File: src/sv/bssv_pkg.sv
// Shared widths, types and elaboration helpers for the block SAD/SSE/variance core.
`timescale 1ns / 1ps

package bssv_pkg;

	// Fixed field widths
	localparam int PIX_W       = 8;
	localparam int ABS_W       = 16;
	localparam int SQ_W        = 24;
	localparam int SGN_W       = 18;
	localparam int CFG_W       = 3;
	localparam int PORT_LANES  = 4;
	localparam int PROD_W      = 2 * SGN_W;

	// Per-lane partial sums, widest case of four lanes
	localparam int LSUM_ABS_W  = PIX_W + 2;
	localparam int LSUM_SQ_W   = 2 * PIX_W + 2;
	localparam int LSUM_SGN_W  = PIX_W + 3;

	// Parameter defaults
	localparam int DEF_LANES    = 4;
	localparam int DEF_MAX_SIDE = 16;

	// Smallest legal side_log2
	localparam logic [CFG_W-1:0] MIN_SIDE_LOG2 = 3'd2;

	// One lane's difference terms
	typedef struct packed {
		logic        [PIX_W-1:0]   ad;
		logic        [2*PIX_W-1:0] sq;
		logic signed [PIX_W:0]     diff;
	} lane_res_t;

	// Block totals handed from the accumulator to the variance stage
	typedef struct packed {
		logic        [ABS_W-1:0] abs_sum;
		logic        [SQ_W-1:0]  sq_sum;
		logic signed [SGN_W-1:0] sgn_sum;
	} blk_res_t;

	// log2 of the largest supported side, clamped to 2..4
	function automatic int max_log2(input int max_side);
		int l;
		l = 0;
		for (int i = 0; i < 4; i++) begin
			if ((2 << l) <= max_side) begin
				l = l + 1;
			end
		end
		return (l < 2) ? 2 : l;
	endfunction

endpackage

File: src/sv/bssv_lane.sv
// One pixel lane: difference, absolute difference and square, registered.
`timescale 1ns / 1ps

module bssv_lane (
	input  logic                          clk,
	input  logic                          en,
	input  logic                          use_lane,
	input  logic [bssv_pkg::PIX_W-1:0]    src,
	input  logic [bssv_pkg::PIX_W-1:0]    pred,
	output bssv_pkg::lane_res_t           res_s1
);
	import bssv_pkg::*;

	logic signed [PIX_W:0]   diff;
	logic        [PIX_W-1:0] ad;

	// Signed difference and its magnitude
	always_comb begin
		diff = signed'({1'b0, src}) - signed'({1'b0, pred});
		ad   = diff[PIX_W] ? PIX_W'(-diff) : diff[PIX_W-1:0];
	end

	// Lanes past the end of the block contribute zero
	always_ff @(posedge clk) begin
		if (en) begin
			if (use_lane) begin
				res_s1.ad   <= ad;
				res_s1.sq   <= ad * ad;
				res_s1.diff <= diff;
			end else begin
				res_s1 <= '0;
			end
		end
	end

endmodule

File: src/sv/bssv_accum.sv
// Lane merge and block accumulators; hands block totals to the variance stage.
`timescale 1ns / 1ps

module bssv_accum #(
	parameter int LANES = bssv_pkg::DEF_LANES
) (
	input  logic                 clk,
	input  logic                 arst_n,
	input  logic                 clr,
	input  logic                 valid_s1,
	input  logic                 last_s1,
	input  bssv_pkg::lane_res_t  lane_s1 [LANES],
	output logic                 take_s1,
	input  logic                 nxt_ready,
	output logic                 valid_s2,
	output bssv_pkg::blk_res_t   res_s2
);
	import bssv_pkg::*;

	logic        [ABS_W-1:0]      abs_acc_q;
	logic        [SQ_W-1:0]       sq_acc_q;
	logic signed [SGN_W-1:0]      sgn_acc_q;
	logic        [LSUM_ABS_W-1:0] abs_sum;
	logic        [LSUM_SQ_W-1:0]  sq_sum;
	logic signed [LSUM_SGN_W-1:0] sgn_sum;
	logic        [ABS_W-1:0]      abs_nxt;
	logic        [SQ_W-1:0]       sq_nxt;
	logic signed [SGN_W-1:0]      sgn_nxt;
	logic                         rdy2;

	// Merge the lanes
	always_comb begin
		abs_sum = '0;
		sq_sum  = '0;
		sgn_sum = '0;
		for (int i = 0; i < LANES; i++) begin
			abs_sum = abs_sum + LSUM_ABS_W'(lane_s1[i].ad);
			sq_sum  = sq_sum + LSUM_SQ_W'(lane_s1[i].sq);
			sgn_sum = sgn_sum + LSUM_SGN_W'(lane_s1[i].diff);
		end
		abs_nxt = abs_acc_q + ABS_W'(abs_sum);
		sq_nxt  = sq_acc_q + SQ_W'(sq_sum);
		sgn_nxt = sgn_acc_q + SGN_W'(sgn_sum);
	end

	// Only the block-ending item needs room downstream
	assign rdy2    = !valid_s2 || nxt_ready;
	assign take_s1 = valid_s1 && (!last_s1 || rdy2);

	// Accumulators
	always_ff @(posedge clk or negedge arst_n) begin
		if (!arst_n) begin
			abs_acc_q <= '0;
			sq_acc_q  <= '0;
			sgn_acc_q <= '0;
		end else if (clr || (take_s1 && last_s1)) begin
			abs_acc_q <= '0;
			sq_acc_q  <= '0;
			sgn_acc_q <= '0;
		end else if (take_s1) begin
			abs_acc_q <= abs_nxt;
			sq_acc_q  <= sq_nxt;
			sgn_acc_q <= sgn_nxt;
		end
	end

	// Block totals register
	always_ff @(posedge clk or negedge arst_n) begin
		if (!arst_n) begin
			valid_s2 <= 1'b0;
		end else if (take_s1 && last_s1) begin
			valid_s2 <= 1'b1;
		end else if (nxt_ready) begin
			valid_s2 <= 1'b0;
		end
	end

	always_ff @(posedge clk) begin
		if (take_s1 && last_s1) begin
			res_s2.abs_sum <= abs_nxt;
			res_s2.sq_sum  <= sq_nxt;
			res_s2.sgn_sum <= sgn_nxt;
		end
	end

endmodule

File: src/sv/bssv_var.sv
// Variance: square of the difference sum, scale by pixel count, subtract; output register.
`timescale 1ns / 1ps

module bssv_var (
	input  logic                          clk,
	input  logic                          arst_n,
	input  logic [bssv_pkg::CFG_W-1:0]    side_log2,
	input  logic                          valid_s2,
	input  bssv_pkg::blk_res_t            res_s2,
	output logic                          rdy3,
	output logic                          out_valid,
	input  logic                          out_ready,
	output logic [bssv_pkg::ABS_W-1:0]    abs_diff_total,
	output logic [bssv_pkg::SQ_W-1:0]     sq_diff_total,
	output logic [bssv_pkg::SQ_W-1:0]     block_variance
);
	import bssv_pkg::*;

	logic              valid_s3;
	logic [ABS_W-1:0]  abs_s3;
	logic [SQ_W-1:0]   sq_s3;
	logic [PROD_W-1:0] prod_s3;
	logic [SGN_W-1:0]  mag;
	logic [PROD_W-1:0] scaled;
	logic              rdy_o;

	assign rdy_o = !out_valid || out_ready;
	assign rdy3  = !valid_s3 || rdy_o;

	// Magnitude of the signed sum
	assign mag = res_s2.sgn_sum[SGN_W-1] ? SGN_W'(-res_s2.sgn_sum) : SGN_W'(res_s2.sgn_sum);

	// Square stage
	always_ff @(posedge clk or negedge arst_n) begin
		if (!arst_n) begin
			valid_s3 <= 1'b0;
		end else if (rdy3) begin
			valid_s3 <= valid_s2;
		end
	end

	always_ff @(posedge clk) begin
		if (rdy3 && valid_s2) begin
			abs_s3  <= res_s2.abs_sum;
			sq_s3   <= res_s2.sq_sum;
			prod_s3 <= mag * mag;
		end
	end

	// Divide by pixel count: shift by twice side_log2
	assign scaled = prod_s3 >> {side_log2, 1'b0};

	// Output register
	always_ff @(posedge clk or negedge arst_n) begin
		if (!arst_n) begin
			out_valid <= 1'b0;
		end else if (rdy_o) begin
			out_valid <= valid_s3;
		end
	end

	always_ff @(posedge clk) begin
		if (rdy_o && valid_s3) begin
			abs_diff_total <= abs_s3;
			sq_diff_total  <= sq_s3;
			block_variance <= sq_s3 - scaled[SQ_W-1:0];
		end
	end

endmodule

File: src/sv/block_sad_sse_variance_core.sv
// Top level of the block SAD/SSE/variance core: input stage, lanes, merge, variance.
`timescale 1ns / 1ps

// Takes one item of four source and four predicted pixels per clock, in raster order, and
// after the last item of each square block (side 4, 8 or 16 from side_log2) gives SAD, SSE
// and variance as one result. Items stream at one per cycle when input does not stall; the lanes
// register their terms and the merge and accumulate work from those registers, so no loop
// limits the rate. After the block's last item is accepted, its result passes the block
// totals, square and output registers; these three result registers between the merge and
// the outputs let input continue while results wait, and input stalls only when all three
// hold results not yet taken and a block's last item is waiting in the input stage. Writing
// side_log2 (clamped to 2..log2 MAX_SIDE) restarts the block; write it only while the core
// is idle. LANES pixel lanes of the item are used; when LANES does not divide the pixel
// count, surplus lanes of the last item are ignored.
module block_sad_sse_variance_core #(
	parameter int LANES    = bssv_pkg::DEF_LANES,
	parameter int MAX_SIDE = bssv_pkg::DEF_MAX_SIDE
) (
	input  logic                         clk,
	input  logic                         arst_n,
	input  logic                         cfg_we,
	input  logic [bssv_pkg::CFG_W-1:0]   cfg_data,
	input  logic                         in_valid,
	output logic                         in_ready,
	input  logic [bssv_pkg::PIX_W-1:0]   src_pix0,
	input  logic [bssv_pkg::PIX_W-1:0]   src_pix1,
	input  logic [bssv_pkg::PIX_W-1:0]   src_pix2,
	input  logic [bssv_pkg::PIX_W-1:0]   src_pix3,
	input  logic [bssv_pkg::PIX_W-1:0]   pred_pix0,
	input  logic [bssv_pkg::PIX_W-1:0]   pred_pix1,
	input  logic [bssv_pkg::PIX_W-1:0]   pred_pix2,
	input  logic [bssv_pkg::PIX_W-1:0]   pred_pix3,
	output logic                         out_valid,
	input  logic                         out_ready,
	output logic [bssv_pkg::ABS_W-1:0]   abs_diff_total,
	output logic [bssv_pkg::SQ_W-1:0]    sq_diff_total,
	output logic [bssv_pkg::SQ_W-1:0]    block_variance
);
	import bssv_pkg::*;

	localparam int MAXL      = max_log2(MAX_SIDE);
	localparam int ITEMS_MAX = ((1 << (2 * MAXL)) + LANES - 1) / LANES;
	localparam int CNT_W     = $clog2(ITEMS_MAX);
	localparam int POS_W     = 2 * MAXL + 2;
	localparam logic [CFG_W-1:0] MAXL_V = CFG_W'(MAXL);
	localparam logic [CNT_W-1:0] LAST2  = CNT_W'(((1 << 4) + LANES - 1) / LANES - 1);
	localparam logic [CNT_W-1:0] LAST3  = CNT_W'(((1 << 6) + LANES - 1) / LANES - 1);
	localparam logic [CNT_W-1:0] LAST4  = CNT_W'(((1 << 8) + LANES - 1) / LANES - 1);

	logic [CFG_W-1:0] side_q;
	logic [CNT_W-1:0] cnt_q;
	logic [CNT_W-1:0] last_idx;
	logic [POS_W-1:0] pixels;
	logic [POS_W-1:0] done;
	logic             last_in;
	logic             valid_s1;
	logic             last_s1;
	logic             take_s1;
	logic             valid_s2;
	logic             rdy3;
	logic [PIX_W-1:0] src_a  [PORT_LANES];
	logic [PIX_W-1:0] pred_a [PORT_LANES];
	logic [LANES-1:0] use_lane;
	lane_res_t        lane_s1 [LANES];
	blk_res_t         res_s2;

	assign src_a[0]  = src_pix0;
	assign src_a[1]  = src_pix1;
	assign src_a[2]  = src_pix2;
	assign src_a[3]  = src_pix3;
	assign pred_a[0] = pred_pix0;
	assign pred_a[1] = pred_pix1;
	assign pred_a[2] = pred_pix2;
	assign pred_a[3] = pred_pix3;

	// Side register, clamped on write
	always_ff @(posedge clk or negedge arst_n) begin
		if (!arst_n) begin
			side_q <= MAXL_V;
		end else if (cfg_we) begin
			if (cfg_data < MIN_SIDE_LOG2) begin
				side_q <= MIN_SIDE_LOG2;
			end else if (cfg_data > MAXL_V) begin
				side_q <= MAXL_V;
			end else begin
				side_q <= cfg_data;
			end
		end
	end

	// Block position of the incoming item
	always_comb begin
		unique case (side_q)
			3'd2:    last_idx = LAST2;
			3'd3:    last_idx = LAST3;
			default: last_idx = LAST4;
		endcase
		pixels  = POS_W'(1) << {side_q, 1'b0};
		done    = POS_W'(cnt_q) * POS_W'(LANES);
		last_in = (cnt_q == last_idx);
		for (int l = 0; l < LANES; l++) begin
			use_lane[l] = (done + POS_W'(l)) < pixels;
		end
	end

	// Input stage moves when empty or its item goes on
	assign in_ready = !valid_s1 || take_s1;

	always_ff @(posedge clk or negedge arst_n) begin
		if (!arst_n) begin
			cnt_q    <= '0;
			valid_s1 <= 1'b0;
			last_s1  <= 1'b0;
		end else begin
			if (cfg_we) begin
				cnt_q <= '0;
			end else if (in_valid && in_ready) begin
				cnt_q <= last_in ? '0 : cnt_q + 1'b1;
			end
			if (in_ready) begin
				valid_s1 <= in_valid;
				last_s1  <= last_in;
			end
		end
	end

	// Pixel lanes
	for (genvar g = 0; g < LANES; g++) begin : g_lane
		bssv_lane u_lane (
			.clk      (clk),
			.en       (in_ready),
			.use_lane (use_lane[g]),
			.src      (src_a[g]),
			.pred     (pred_a[g]),
			.res_s1   (lane_s1[g])
		);
	end

	// Merge and accumulate
	bssv_accum #(
		.LANES (LANES)
	) u_accum (
		.clk       (clk),
		.arst_n    (arst_n),
		.clr       (cfg_we),
		.valid_s1  (valid_s1),
		.last_s1   (last_s1),
		.lane_s1   (lane_s1),
		.take_s1   (take_s1),
		.nxt_ready (rdy3),
		.valid_s2  (valid_s2),
		.res_s2    (res_s2)
	);

	// Variance and output register
	bssv_var u_var (
		.clk            (clk),
		.arst_n         (arst_n),
		.side_log2      (side_q),
		.valid_s2       (valid_s2),
		.res_s2         (res_s2),
		.rdy3           (rdy3),
		.out_valid      (out_valid),
		.out_ready      (out_ready),
		.abs_diff_total (abs_diff_total),
		.sq_diff_total  (sq_diff_total),
		.block_variance (block_variance)
	);

endmodule

File: config.mk
export PLATFORM = sky130hd
export DESIGN_NAME = block_sad_sse_variance_core
export DESIGN_NICKNAME = d
export VERILOG_FILES = /design/src/sv/bssv_pkg.sv /design/src/sv/bssv_lane.sv /design/src/sv/bssv_accum.sv /design/src/sv/bssv_var.sv /design/src/sv/block_sad_sse_variance_core.sv
export SDC_FILE = /design/constraint.sdc
export NUM_CORES = 2
export LEC_CHECK = 0
export ABC_CLOCK_PERIOD_IN_PS = 19200
export BUFFER_PORTS_ARGS = -buffer_cell sky130_fd_sc_hd__buf_2
export CAP_MARGIN = 20
export CORE_MARGIN = 3
export CORE_UTILIZATION = 50
export DETAILED_ROUTE_END_ITERATION = 7
export GPL_TIMING_DRIVEN = 0
export PLACE_DENSITY = 0.67
export SYNTH_ARGS = -nofsm -noshare
export SYNTH_HDL_FRONTEND = slang
export SYNTH_HIERARCHICAL = 1
export SYNTH_SLANG_ARGS = --single-unit
File: constraint.sdc
create_clock -name clk -period 19.2 [get_ports clk]
set_input_delay 0.96 -clock clk [delete_from_list [all_inputs] [get_ports clk]]
set_output_delay 0.96 -clock clk [all_outputs]
set_load 0.02 [all_outputs]
==> Flow_metrics.wiki <==
{| class="wikitable"
! Metric !! Value
|-
| Wirelength, routed || around 90 mm
|-
| Highest cell delay on the worst timing path || 940 ps
|-
| GR Layer Usage met2 || ~37%
|-
| Worst setup skew after layout || 21.98 ps
|-
| Starting Density || 50.59%
|-
| Share of synthesized flip-flops with an asynchronous set or reset || 18.51%
|-
| Mapped cell area || 0.03925 mm^2
|-
| Outcome || finished, final reports clean
|-
| Type of element capturing the critical path || register
|-
| Cell type of the slowest stage on the worst timing path || sky130_fd_sc_hd__xor2_1
|-
| Total Nets Final || between 4,000 and 5,000
|-
| Final setup violation count || 0
|-
| Post-Place Worst Slack || approximately 9000 ps
|-
| Count of H-tree levels built during CTS || 2
|-
| Setup tns final || 0 ps
|-
| Total clock sinks || 389
|-
| Pin count of the biggest net entering global routing || between 100 and 150
|-
| Hold violation total from the final report || 0
|-
| Maximum clock insertion buffer count || 3
|-
| Post-synth top flop || sky130_fd_sc_hd__edfxtp_1
|-
| Global-route wire length before repair || about 140 mm
|-
| Count of inserted antenna diode cells || 0
|-
| Most crowded layer after global routing || met2
|-
| Detailed placer's ending HPWL || 71.35 mm
|-
| Critical path peak fanout || 11
|-
| TritonCTS buffer count || 42
|-
| Slew Limit Fails || 0
|-
| Global Route Usage Sum || 21.70%
|-
| Antenna-violating nets left || 0
|-
| Critical Path Source Type || register
|-
| Unrepaired setup endpoints after global routing || no
|-
| Number of I/O port buffers || 137
|-
| Router iterations before antenna repair || 5
|-
| # DRC || 0
|-
| Worst-case setup margin in the final layout || 8842 ps
|-
| Transition at the pin with the smallest max-transition slack || 1165 ps
|-
| Syn avg cell area || 10.07 um^2
|-
| Placement row count || 102
|-
| Via count of the routed design || 27,177
|-
| Yosys synthesis warning count || 6
|-
| Number of cells upsized or downsized after cts || 0
|-
| Number of antenna violations at the first check in global routing || 0
|-
| Worst min-delay path class || input pin to asynchronous set/reset pin
|-
| Number of ports placed on the die boundary || 138
|-
| Data arrival time at the worst-slack endpoint || 10,660 ps
|-
| FILL cells || 6,905
|-
| Number of setup buffers added after CTS || 0
|-
| Ratio of cells with drive above 1 in the final layout || 9.056%
|-
| Max frequency || 96.54 MHz
|-
| Data required, critical path || about 20,000 ps
|-
| Via count of the first global-routing pass || 27,132
|-
| Chip width || 286.2 um
|-
| P&R area growth vs syn || 9.286%
|-
| Core area || around 0.078 mm^2
|-
| EDFF count, synth || 317
|-
| Weighted congestion reported at the end of routability-driven placement || 0.9005
|-
| Global-route track usage on met1 || 30.01%
|-
| Worst-path clk slew || ~60 ps
|-
| Total gr overflow || 0
|-
| Count of unique library cells instantiated by Yosys || 105
|-
| Global routing usage on met3 || about 2.4%
|-
| Type of the worst setup path || register to register
|-
| CTS tree || done
|-
| Die height || 286.2 um
|-
| Count of state elements after synthesis || 389
|-
| Post-layout minimum cycle time || 10,360 ps
|-
| Die area || 0.08190 mm^2
|-
| Share of synthesized area occupied by flip-flops and latches || roughly 29%
|-
| Initial DRC Count || 1,770
|-
| # hold bufs at CTS || 0
|-
| Count of mapped cells out of synthesis || 3,898
|-
| Wirelength per Cell || 17.00 um
|-
| Most common library cell in the layout ignoring fill and taps || sky130_fd_sc_hd__inv_1
|-
| Relative slew slack || 22.06%
|-
| CTS Root Cell || sky130_fd_sc_hd__clkbuf_16
|-
| Clock Latency Late Sink || approximately 570 ps
|-
| Average via count per standard cell || ~5.3
|-
| Final Cycle Share || 53.95%
|-
| Number of max-cap violations || 0
|-
| Top library cells by usage in the layout, fill and taps aside || sky130_fd_sc_hd__inv_1, sky130_fd_sc_hd__fa_1, sky130_fd_sc_hd__ha_1
|}
[cell families (layout without fill, tap and decap cells)]
group / count (synthesis) / after routing / share of synthesized area [%]
buffers and inverters: 918 / 1140 / 9.012
other: 6 / 16 / 0.05737
DFF: 389 / 389 / 28.85
adders and majority gates: 773 / 773 / 32.81
xor gates and xnor gates: 211 / 211 / 5.033
AOI/OAI and AO/OA: 602 / 602 / 10.57
and+or+nand+nor: 904 / 904 / 11.18
muxes: 95 / 95 / 2.502
[cell type report]
cell class              instances  area (um^2)  share of cell area, %
multi-input cells            2601        24440                  56.97
flip-flops and latches        389        11320                  26.39
well taps                    1040         1301                  3.033
plain buffers                 103        484.2                  1.129
clock buffers                  51         1106                  2.578
clock inverters                26        346.6                 0.8080
inverters                     815         3059                  7.132
repair buffers                145        837.1                  1.951
[metal layers]
| layer | routed length [um] | part of all wire (%) |
|---|---|---|
| met1 | 39590 | 45 |
| met2 | 42950 | 49 |
| met3 | 3757 | 4.3 |
| met4 | 1599 | 1.8 |
| met5 | 0 | 0 |
[registers in the layout, indices dropped and copies added, names as in the netlist, 3 cells and up]
| signal | flops |
|---|---|
| cnt_q | 6 |
| g_lane.u_lane/res_s1 | 120 |
| side_q | 3 |
| u_accum/abs_acc_q | 16 |
| u_accum/res_s2 | 58 |
| u_accum/sgn_acc_q | 18 |
| u_accum/sq_acc_q | 24 |
| u_var/abs_diff_total | 16 |
| u_var/abs_s3 | 16 |
| u_var/block_variance | 24 |
| u_var/prod_s3 | 35 |
| u_var/sq_diff_total | 24 |
| u_var/sq_s3 | 24 |
[path summary, 6_finish.rpt]
| kind | from | to | slack [ps] | depth (start not counted) |
|---|---|---|---|---|
| worst max-delay path | u_accum/res_s2[0] | u_var/prod_s3[28] | 8840 | 30 |
| worst min-delay path | arst_n | u_accum/abs_acc_q[15] | 290 | 1 |
| worst max register to register | u_accum/res_s2[0] | u_var/prod_s3[28] | 8840 | 30 |
| worst min register to register | u_accum/res_s2[35] | u_var/sq_s3[17] | 410 | 0 |
| max in group asynchronous | arst_n | u_accum/sq_acc_q[1] | 18300 | 2 |
| min in group clk | u_accum/res_s2[35] | u_var/sq_s3[17] | 410 | 0 |
[synthesized netlist by cell type, types with 25 or more instances]
master                     instances  area (um^2)
sky130_fd_sc_hd__or2_2            32        200.2
sky130_fd_sc_hd__ha_1            346         4329
sky130_fd_sc_hd__nor3_1           36        180.2
sky130_fd_sc_hd__dfrtp_1          71         1777
sky130_fd_sc_hd__mux2i_1          85        850.8
sky130_fd_sc_hd__inv_1           807         3029
sky130_fd_sc_hd__o21ai_0          95        475.5
sky130_fd_sc_hd__a21oi_1         156        780.8
sky130_fd_sc_hd__and2_1           35        219.0
sky130_fd_sc_hd__edfxtp_1        317         9519
sky130_fd_sc_hd__xor2_1           72        630.6
sky130_fd_sc_hd__fa_1            427         8548
sky130_fd_sc_hd__a21o_1           77        578.1
sky130_fd_sc_hd__clkbuf_1         65        244.0
sky130_fd_sc_hd__a22o_1           27        236.5
sky130_fd_sc_hd__and3_1           28        175.2
sky130_fd_sc_hd__nor2_1          339         1272
sky130_fd_sc_hd__xnor2_1         122         1069
sky130_fd_sc_hd__o21bai_1         25        187.7
sky130_fd_sc_hd__nand2b_1         29        181.4
sky130_fd_sc_hd__nand2_1         219        822.0
sky130_fd_sc_hd__a31oi_1          29        181.4
[metrics by stage]
step | hold WS (ps) | std cells | cell area (um^2) | util (%)
6_report | 292.4 | 5170 | 42900 | 55.28
3_5_place_dp | 404.5 | 5091 | 41430 | 53.39
2_1_floorplan | 400.3 | 3908 | 39290 | -
5_1_grt | 273.7 | 5170 | 42900 | 55.28
4_1_cts | 268.9 | 5168 | 42880 | 55.26
3_3_place_gp | 400.4 | 5085 | 41280 | 53.19
[critical path: cells and delay by family (launching register included)]
family / cells / cell delay, ps
adders and majority gates: 8 / 3670
AOI/OAI and AO/OA: 7 / 2100
buffers and inverters: 9 / 2020
xor gates and xnor gates: 2 / 1110
and+or+nand+nor: 4 / 790
DFF: 1 / 420
Power is left out: the tool's default activity adds up to more than one toggle a clock period on the data nets, which glitch-free logic cannot reach.
